==> src/hdl/esd_pkg.sv <==
package esd_pkg;

    // Field widths of the event word and of the decoded event.
    localparam int WORD_W         = 32;
    localparam int TYPE_W         = 4;
    localparam int HIGH_TIME_BITS = 28;
    localparam int LOW_TIME_BITS  = 6;
    localparam int COORD_BITS     = 11;
    localparam int WRAP_BITS      = 30;
    localparam int TIME_W         = 64;
    localparam int CHAN_W         = 5;
    localparam int THR_W          = 8;
    localparam int CFG_IDX_W      = 1;
    localparam int CFG_DATA_W     = THR_W;

    // Output word: x, y, polarity, channel, level, time, padded to whole bytes.
    localparam int OUT_BITS   = 2 * COORD_BITS + 1 + CHAN_W + 1 + TIME_W;
    localparam int OUT_DATA_W = ((OUT_BITS + 7) / 8) * 8;
    localparam int OUT_PAD_W  = OUT_DATA_W - OUT_BITS;

    // Event word type codes.
    localparam logic [TYPE_W-1:0] TYPE_CD_OFF      = 4'h0;
    localparam logic [TYPE_W-1:0] TYPE_CD_ON       = 4'h1;
    localparam logic [TYPE_W-1:0] TYPE_TIME_HIGH   = 4'h8;
    localparam logic [TYPE_W-1:0] TYPE_EXT_TRIGGER = 4'hA;

    // Decoded event kinds.
    localparam logic KIND_CD      = 1'b0;
    localparam logic KIND_TRIGGER = 1'b1;

    // Configuration register indexes.
    localparam logic [CFG_IDX_W-1:0] CFG_TRIGGER_ENABLE = 1'b0;
    localparam logic [CFG_IDX_W-1:0] CFG_LOOP_THRESHOLD = 1'b1;

    localparam logic [THR_W-1:0] THR_RESET = 8'd10;

    // Largest value of the time-high field.
    localparam logic [HIGH_TIME_BITS-1:0] HIGH_MAX = {HIGH_TIME_BITS{1'b1}};

    // Time base as kept by the tracker. The full base is {wrap, high, six zeros}.
    typedef struct packed {
        logic                      seen;
        logic [WRAP_BITS-1:0]      wrap;
        logic [HIGH_TIME_BITS-1:0] high;
    } t_base;

    typedef struct packed {
        logic                  kind;
        logic [COORD_BITS-1:0] x;
        logic [COORD_BITS-1:0] y;
        logic                  pol;
        logic [CHAN_W-1:0]     chan;
        logic                  level;
        logic [TIME_W-1:0]     ts;
    } t_event;

endpackage

==> src/hdl/esd_timebase.sv <==
module esd_timebase
    import esd_pkg::*;
(
    input  logic                      i_clk,
    input  logic                      i_rst_n,
    input  logic                      i_update,
    input  logic [HIGH_TIME_BITS-1:0] i_high,
    input  logic [THR_W-1:0]          i_threshold,
    output t_base                     o_base
);

    logic                      r_seen;
    logic [WRAP_BITS-1:0]      r_wrap;
    logic [HIGH_TIME_BITS-1:0] r_high;
    logic [HIGH_TIME_BITS-1:0] diff;
    logic [HIGH_TIME_BITS-1:0] limit;
    logic                      wrapped;

    // Both bases share the same wrap count, so the backwards step of the full
    // base is the step of the high field scaled by 64. The wrap test reduces
    // to old - new >= HIGH_MAX - threshold on the 28-bit field.
    assign diff    = r_high - i_high;
    assign limit   = HIGH_MAX - {{(HIGH_TIME_BITS - THR_W){1'b0}}, i_threshold};
    assign wrapped = r_seen && (r_high > i_high) && (diff >= limit);

    always_ff @(posedge i_clk) begin
        if (!i_rst_n) begin
            r_seen <= 1'b0;
            r_wrap <= '0;
            r_high <= '0;
        end else if (i_update) begin
            r_seen <= 1'b1;
            r_high <= i_high;
            if (wrapped) begin
                r_wrap <= r_wrap + {{(WRAP_BITS - 1){1'b0}}, 1'b1};
            end
        end
    end

    assign o_base = '{seen: r_seen, wrap: r_wrap, high: r_high};

endmodule

==> src/hdl/esd_decode.sv <==
module esd_decode
    import esd_pkg::*;
(
    input  logic [WORD_W-1:0] i_word,
    input  t_base             i_base,
    input  logic              i_trigger_enable,
    output logic              o_emit,
    output logic              o_high_word,
    output t_event            o_event
);

    logic [TYPE_W-1:0]        word_type;
    logic [LOW_TIME_BITS-1:0] low_time;

    assign word_type = i_word[WORD_W-1 -: TYPE_W];
    assign low_time  = i_word[WORD_W-TYPE_W-1 -: LOW_TIME_BITS];

    always_comb begin
        o_emit      = 1'b0;
        o_high_word = 1'b0;
        o_event     = '0;
        // The base always has its six low bits clear, so adding the low time
        // is a plain concatenation.
        o_event.ts  = {i_base.wrap, i_base.high, low_time};
        case (word_type)
            TYPE_CD_OFF, TYPE_CD_ON: begin
                o_emit        = i_base.seen;
                o_event.kind  = KIND_CD;
                o_event.x     = i_word[2*COORD_BITS-1 -: COORD_BITS];
                o_event.y     = i_word[COORD_BITS-1:0];
                o_event.pol   = word_type[0];
            end
            TYPE_TIME_HIGH: begin
                o_high_word = 1'b1;
            end
            TYPE_EXT_TRIGGER: begin
                o_emit        = i_base.seen && i_trigger_enable;
                o_event.kind  = KIND_TRIGGER;
                o_event.chan  = i_word[8 +: CHAN_W];
                o_event.level = i_word[0];
            end
            default: begin
                o_emit = 1'b0;
            end
        endcase
    end

endmodule

==> src/hdl/event_stream_timestamp_decoder_core.sv <==
// Event stream timestamp decoder. Each 32-bit input word is decoded by its
// type in bits 31..28: time-high words update the internal microsecond time
// base, contrast-change words and (when trigger_enable is set) external
// trigger words each produce one output word stamped with the base plus the
// word's 6-bit low time, and all other words are dropped. Every word is
// dropped until the first time-high word has been seen. A time-high word that
// steps the base backwards by nearly the full 2^34 us range is taken as a
// wrap of the sensor clock and bumps a 30-bit wrap counter that forms the top
// of the 64-bit timestamp. The block sustains one word per clock unless the
// decode stage is stalled: a word is registered on entry, decoded and applied
// to the time base in the next cycle, and its event is held in an output
// register. Back pressure on the output stalls the decode stage only when it
// holds a word that produces an event. Write the configuration registers only
// while no words are in flight.
module event_stream_timestamp_decoder_core
    import esd_pkg::*;
(
    input  logic                  i_clk,
    input  logic                  i_rst_n,

    input  logic                  i_cfg_we,
    input  logic [CFG_IDX_W-1:0]  i_cfg_index,
    input  logic [CFG_DATA_W-1:0] i_cfg_data,

    input  logic                  s_axis_tvalid,
    output logic                  s_axis_tready,
    // Fields from bit 0: raw_word[31:0].
    input  logic [WORD_W-1:0]     s_axis_tdata,

    output logic                  m_axis_tvalid,
    input  logic                  m_axis_tready,
    // Fields from bit 0: pixel_x[10:0], pixel_y[21:11], polarity[22],
    // trigger_channel[27:23], trigger_level[28], event_time[92:29], zero pad.
    output logic [OUT_DATA_W-1:0] m_axis_tdata,
    // Fields from bit 0: event_kind[0].
    output logic                  m_axis_tuser
);

    // Configuration registers.
    logic              r_trigger_enable;
    logic [THR_W-1:0]  r_loop_threshold;

    always_ff @(posedge i_clk) begin
        if (!i_rst_n) begin
            r_trigger_enable <= 1'b0;
            r_loop_threshold <= THR_RESET;
        end else if (i_cfg_we) begin
            case (i_cfg_index)
                CFG_TRIGGER_ENABLE: r_trigger_enable <= i_cfg_data[0];
                CFG_LOOP_THRESHOLD: r_loop_threshold <= i_cfg_data[THR_W-1:0];
                default: begin
                    r_trigger_enable <= r_trigger_enable;
                end
            endcase
        end
    end

    // Input register stage.
    logic              r_in_valid;
    logic [WORD_W-1:0] r_in_word;

    // Decode stage signals.
    t_base             base;
    logic              emit;
    logic              high_word;
    t_event            dec_event;
    logic              out_free;
    logic              fire;

    // Output register stage.
    logic              r_out_valid;
    t_event            r_out_event;

    assign out_free      = !r_out_valid || m_axis_tready;
    // A word that yields no event retires even while the output is stalled.
    assign fire          = r_in_valid && (!emit || out_free);
    assign s_axis_tready = !r_in_valid || fire;

    always_ff @(posedge i_clk) begin
        if (!i_rst_n) begin
            r_in_valid <= 1'b0;
        end else if (s_axis_tready) begin
            r_in_valid <= s_axis_tvalid;
        end
    end

    always_ff @(posedge i_clk) begin
        if (s_axis_tvalid && s_axis_tready) begin
            r_in_word <= s_axis_tdata;
        end
    end

    esd_decode u_decode (
        .i_word           (r_in_word),
        .i_base           (base),
        .i_trigger_enable (r_trigger_enable),
        .o_emit           (emit),
        .o_high_word      (high_word),
        .o_event          (dec_event)
    );

    esd_timebase u_timebase (
        .i_clk       (i_clk),
        .i_rst_n     (i_rst_n),
        .i_update    (fire && high_word),
        .i_high      (r_in_word[HIGH_TIME_BITS-1:0]),
        .i_threshold (r_loop_threshold),
        .o_base      (base)
    );

    always_ff @(posedge i_clk) begin
        if (!i_rst_n) begin
            r_out_valid <= 1'b0;
        end else if (fire && emit) begin
            r_out_valid <= 1'b1;
        end else if (m_axis_tready) begin
            r_out_valid <= 1'b0;
        end
    end

    always_ff @(posedge i_clk) begin
        if (fire && emit) begin
            r_out_event <= dec_event;
        end
    end

    assign m_axis_tvalid = r_out_valid;
    assign m_axis_tuser  = r_out_event.kind;
    assign m_axis_tdata  = {{OUT_PAD_W{1'b0}},
                            r_out_event.ts,
                            r_out_event.level,
                            r_out_event.chan,
                            r_out_event.pol,
                            r_out_event.y,
                            r_out_event.x};

endmodule

==> config.mk <==
export PLATFORM = sky130hd
export DESIGN_NAME = event_stream_timestamp_decoder_core
export DESIGN_NICKNAME = d
export VERILOG_FILES = /design/src/hdl/esd_pkg.sv /design/src/hdl/esd_timebase.sv /design/src/hdl/esd_decode.sv /design/src/hdl/event_stream_timestamp_decoder_core.sv
export SDC_FILE = /design/constraint.sdc
export NUM_CORES = 1
export LEC_CHECK = 0
export BUFFER_PORTS_ARGS = -buffer_cell sky130_fd_sc_hd__buf_4
export CAP_MARGIN = 20
export CORE_AREA = 2 2 134 136
export DETAILED_ROUTE_END_ITERATION = 10
export DIE_AREA = 0 0 136 138
export GPL_TIMING_DRIVEN = 0
export PLACE_DENSITY = 0.81
export SLEW_MARGIN = 5
export SYNTH_ARGS = -nofsm -noshare
export SYNTH_HDL_FRONTEND = slang
export SYNTH_HIERARCHICAL = 1
export SYNTH_SLANG_ARGS = --single-unit
==> constraint.sdc <==
create_clock -name i_clk -period 12.05 [get_ports i_clk]
set_input_delay 1.8075 -clock i_clk [delete_from_list [all_inputs] [get_ports i_clk]]
set_output_delay 1.8075 -clock i_clk [all_outputs]
set_load 0.01 [all_outputs]
Word-level counts from Yosys, hierarchy flattened. Cells that the tools add are included.

Add/subtract/negate cells: 3. Order comparisons: 2. Equality and inequality tests: 3. Reductions and logical operators: 19. Bitwise operators: 1. Muxes and demuxes: 5.

Operators by type and width (number): adder 30 x 1 -> 30 bit, second input constant (1); >= comparator 28 bit (1); > comparator 28 bit (1); subtractor 28 bit (1); subtractor 1 x 9 -> 10 bit, first input constant (1); == test 4 bit, second input constant (2); logical AND 1 bit (7); AND reduction 2 bit (3); == test 4 x 1 -> 1 bit, second input constant (1); zero test 4 bit (1); 2-to-1 mux 1 bit (4); zero test 1 bit (3); logical OR 1 bit (3); one-hot mux 1 bit (2 select lines) (1); nonzero test 2 bit (1); OR reduction 2 bit (1); NOT 1 bit (1).

Register bits after elaboration: 196. Input bits: 46. Logic and storage cells: 48. Output and inout port bits: 99.

Depth between registers and ports, before layout.
Depth after elaboration: 8. Gate-level depth with buffers: 20. Mapped depth without buffers: 18.

Cells and area by module. The synthesis kept the hierarchy.

Modules (own cells, without submodules): esd_timebase (times used 1, sequential area each 1181.1 sq um, area an instance 5210.0 sq um, cells each 683); event_stream_timestamp_decoder_core (times used 1, sequential area each 4003.8 sq um, area an instance 4284.1 sq um, cells each 183); esd_decode (times used 1, sequential area each 0.0 sq um, area an instance 753.2 sq um, cells each 102).

Least setup slack after synthesis. Ideal clock, no wire load.

Kind: input to register. Start: input m_axis_tready. End: register r_out_event (netlist bit m_axis_tdata[0]), enable pin. Library setup time: 0.547 ns. Stages on the path: 2. Arrival time: 5.757 ns. Path buffers: 0. Slack: 5.746 ns. Required time: 11.503 ns. Cells stage by stage: nor2b_4 nor2_1.

Word-level cells in the longest chain between the ends: 4.

Ends and longest elaborated chain: from (decl) (RTL line event_stream_timestamp_decoder_core.sv:31) `input logic m_axis_tready,`; logical OR 1 bit (RTL line event_stream_timestamp_decoder_core.sv:74) `assign out_free = !r_out_valid || m_axis_tready;`; logical OR 1 bit (RTL line event_stream_timestamp_decoder_core.sv:76) `assign fire = r_in_valid && (!emit || out_free);`; logical AND 1 bit (RTL line event_stream_timestamp_decoder_core.sv:76); logical AND 1 bit (RTL line event_stream_timestamp_decoder_core.sv:122) `if (fire && emit) begin`; to (signal assigned) (RTL line event_stream_timestamp_decoder_core.sv:123) `r_out_event <= dec_event;`; to (decl) (RTL line event_stream_timestamp_decoder_core.sv:72) `t_event r_out_event;`.

Every way passes these cells. A chain may end at the register's enable or synchronous reset.

Worst setup path after layout.
Start: register r_in_word[0]. End: register u_timebase.r_wrap[23].

Word-level cells in the longest chain between the ends: 4. Elaborated cells between the ends (all ways): 6. Those cells by class: 1 x add/sub; 2 x order compare; 3 x reduce/logical.

Ends and longest elaborated chain: from (decl) (RTL line event_stream_timestamp_decoder_core.sv:60) `logic [WORD_W-1:0] r_in_word;`; from (signal assigned) (RTL line event_stream_timestamp_decoder_core.sv:89) `r_in_word <= s_axis_tdata;`; subtractor 28 bit or > comparator 28 bit (tied branches) (RTL line esd_timebase.sv:22, esd_timebase.sv:24); >= comparator 28 bit or logical AND 1 bit (tied branches) (RTL line esd_timebase.sv:24) `assign wrapped = r_seen && (r_high > i_high) && (diff >= limit);`; logical AND 1 bit * (RTL line esd_timebase.sv:24); AND reduction 2 bit (no line) *; to (signal assigned) (RTL line esd_timebase.sv:35) `r_wrap <= r_wrap + {{(WRAP_BITS - 1){1'b0}}, 1'b1};`; to (decl) (RTL line esd_timebase.sv:13) `logic [WRAP_BITS-1:0] r_wrap;`.

Every way passes the cells marked *; elsewhere a longest branch is shown, timed or not.

==> flow_summary.json <==
{
  "via_count": 8122,
  "setup_viol": 0,
  "overflow": 0,
  "period_minus_slack_ns": 4.94,
  "min_from": "r_loop_threshold[0]$_SDFFE_PN0P_",
  "reg2reg_from": "r_in_word[0]$_DFFE_PP_",
  "cts_max_path_buffers": 2,
  "synth-edff-count": 126,
  "yosysWarnings": 6,
  "max_freq_mhz": 202,
  "htreeDepth": 4,
  "dieHeight_um": 138,
  "hold_buffers": 0,
  "irDropWorstVdd_uv": 92.2,
  "grt_max_degree": 36,
  "clkLatencyLatePin_ns": 0.43,
  "crit_arrival_ns": 5.23,
  "cts.sinks": 196,
  "p_leak_nw": 5.03,
  "finalClockSkew_ns": 0.0117,
  "drtIter0Drc": 708,
  "ios": 145,
  "yosysUniqueCellTypes": 84,
  "dp_slack_ns": 7.21,
  "crit_type": "reg -> reg",
  "p_comb_frac": 0.094,
  "switchingPower_uw": 358,
  "rows": 49,
  "synthArstFlopShare": 0,
  "final_cell_mix": "buf_4, edfxtp_1, dfxtp_1",
  "grtUsageMet3": 0.0557,
  "report.final.hold_viol_count": 0,
  "rsz0062_at_grt": "false",
  "worstRegToRegCells": 18,
  "syn_area_sq_mm": 0.0102,
  "whs_endpoint": "r_loop_threshold[0]$_SDFFE_PN0P_",
  "drc": 0,
  "cts_tree": "built",
  "timing.final.ws_setup_ns": 7.11,
  "clock-root-buffer": "clkbuf_16",
  "synthToLayoutAreaGrowth_pct": 19.9,
  "start_util": 0.584,
  "clkTransAtPathRegs_ns": 0.08,
  "rr_endpoint": "u_timebase/r_wrap[23]$_SDFFE_PN0P_",
  "use_met2": 0.424,
  "cts_buffers": 17,
  "seqPwrFrac": 0.511,
  "met1_usage": 0.366,
  "routedWlPerCell_um": 18.2,
  "dp_hpwl_mm": 18.7,
  "antenna_found_initial": 0,
  "crit_fanout": 10,
  "drv_cap": 0,
  "tightest_slew_ns": 0.892,
  "clockPowerShare": 0.395,
  "ctsResizeCount": 0,
  "intPower_mw": 1.07,
  "drive_gt1_frac": 0.265,
  "diodes": 0,
  "worstPathRequired_ns": 12.34,
  "cp-end-kind": "flip-flop",
  "synth.ff_latch_count": 196,
  "gp_congestion": 0.957,
  "hold_path.class": "reg -> reg",
  "whs_path_depth": 2,
  "power_density_mw_per_mm2": 117,
  "start_kind": "flip-flop",
  "synth_ff_type": "edfxtp_1",
  "setup_tns_ns": 0,
  "status": "completed",
  "core_area_sq_mm": 0.0175,
  "dieArea_sq_mm": 0.0188,
  "rrSetupSlack_ns": 7.11,
  "grt_pass1_vias": 7611,
  "finalNetCount": 1217,
  "wl_mm": 25.0,
  "slew_headroom": 0.404,
  "drv_slew": 0,
  "io_buffers": 141,
  "sw_frac_of_total": 0.250,
  "grt_busiest_layer": "met2",
  "grt_pass1_wl_mm": 39.4,
  "vias_per_cell": 5.91,
  "synth-seq-area-share": 0.506,
  "ant_nets": 0,
  "final_common_cell": "buf_4",
  "avgSynthCellArea_sq_um": 10.6,
  "fp.dieW_um": 136,
  "postSynthCellCount": 968,
  "detailedRoute.firstPassIterationCount": 9,
  "period_share": 0.410,
  "grt_usage": 0.266,
  "cts_setup_buffers": 0
}
registers in the layout (all words and copies together) (netlist names):
signal	count
m_axis_tdata	93
m_axis_tuser	1
m_axis_tvalid	1
r_in_valid	1
r_in_word	32
r_loop_threshold	8
r_trigger_enable	1
u_timebase/r_high	28
u_timebase/r_seen	1
u_timebase/r_wrap	30
layer usage:
| metal | share of wire | wire (um) |
|---|---|---|
| met5 | 0 | 0 |
| met4 | 0.025 | 630 |
| met3 | 0.064 | 1610 |
| met2 | 0.47 | 11800 |
| met1 | 0.44 | 11000 |
metrics by stage:
stage / cell area, sq um / cells / hold slack (ns) / power [mW] / util
floorplan: 10300 / 970 / 0.446 / 0.833 / -
global placement: 11600 / 1340 / 0.457 / 0.876 / 0.662
detailed placement: 11700 / 1343 / 0.459 / 0.878 / 0.667
CTS: 12300 / 1375 / 0.469 / 1.44 / 0.701
global route: 12300 / 1375 / 0.483 / 1.48 / 0.701
finish: 12300 / 1375 / 0.468 / 1.43 / 0.701
worst max-delay path: stages (launching register included):
cell and delay, ns:
edfxtp_1 0.43, ha_1 0.26, fa_1 0.41, nand2b_1 0.22, a21oi_2 0.27, nor2_1 0.19
xnor2_1 0.17, ha_1 0.31, and3_1 0.17, nand2_1 0.06, o31a_1 0.34, a311oi_1 0.26
nand4_1 0.15, nor4b_2 0.41, nand4_2 0.21, buf_6 0.20, clkbuf_1 0.25, o31ai_1 0.38
a21oi_1 0.11
power groups by stage:
stage	Clock, mW	Combinational [mW]	Sequential (mW)
global route	0.596	0.146	0.734
CTS	0.573	0.132	0.732
global placement	0	0.128	0.747
finish	0.565	0.135	0.732
floorplan	0	0.0886	0.744
detailed placement	0	0.131	0.748
worst max path at each step:
stage                                      start                                  to  slack [ns]  depth (start not counted)
final                     r_in_word[0]$_DFFE_PP_  u_timebase/r_wrap[23]$_SDFFE_PN0P_        7.11                         18
after global routing      r_in_word[0]$_DFFE_PP_  u_timebase/r_wrap[23]$_SDFFE_PN0P_        6.84                         18
after CTS                 r_in_word[0]$_DFFE_PP_  u_timebase/r_wrap[23]$_SDFFE_PN0P_        7.17                         18
after detailed placement  r_in_word[0]$_DFFE_PP_  u_timebase/r_wrap[18]$_SDFFE_PN0P_        7.21                         18
after global placement             m_axis_tready           m_axis_tdata[6]$_DFFE_PP_        4.12                          3
after floorplan                    m_axis_tready           m_axis_tdata[0]$_DFFE_PP_        5.75                          2
final cells by class:
class	count	area [sq um]
Buffer	107	733
Clock buffer	18	429
Clock inverter	14	170
Fill cell	1335	5250
Inverter	42	158
Multi-Input combinational cell	625	4200
Sequential cell	196	5180
Tap cell	229	287
Timing Repair Buffer	144	1130
logic make-up (layout without fill, tap and decap cells):
logic type | after synthesis | in the layout | share of synthesized area
other | 1 | 3 | 0.000366
buffers and inverters | 149 | 325 | 0.0869
adder cells (fa/ha/maj) | 38 | 38 | 0.0471
multiplexers | 34 | 34 | 0.0337
flip-flops | 196 | 196 | 0.506
AND/OR/NAND/NOR | 331 | 331 | 0.177
AO/OA/AOI/OAI | 211 | 211 | 0.142
XOR/XNOR | 8 | 8 | 0.00684
cells in the mapped netlist, types with 5 or more instances:
master,number,share of area
and3_1,11,0.0067
buf_2,12,0.0059
buf_6,7,0.0077
o21ai_1,6,0.0029
nor4_1,12,0.0073
and2_1,34,0.021
or3_1,16,0.0098
o21bai_1,8,0.0059
a21oi_1,53,0.026
nor2_1,70,0.026
a21o_1,18,0.013
buf_1,5,0.0018
nand2_1,68,0.025
buf_4,70,0.051
a21boi_2,6,0.0066
o21ai_0,28,0.014
or4_1,16,0.012
a22oi_1,12,0.0088
o2111ai_1,5,0.0043
nand4_1,23,0.014
a211oi_1,12,0.0088
xnor2_1,6,0.0051
clkbuf_1,12,0.0044
mux2i_1,30,0.029
o21a_1,7,0.0051
nand3_1,31,0.015
inv_1,42,0.015
nor3_1,11,0.0054
o31ai_1,16,0.012
ha_1,37,0.045
edfxtp_1,126,0.37
dfxtp_1,70,0.14
(Power assumes the default switching activity.)
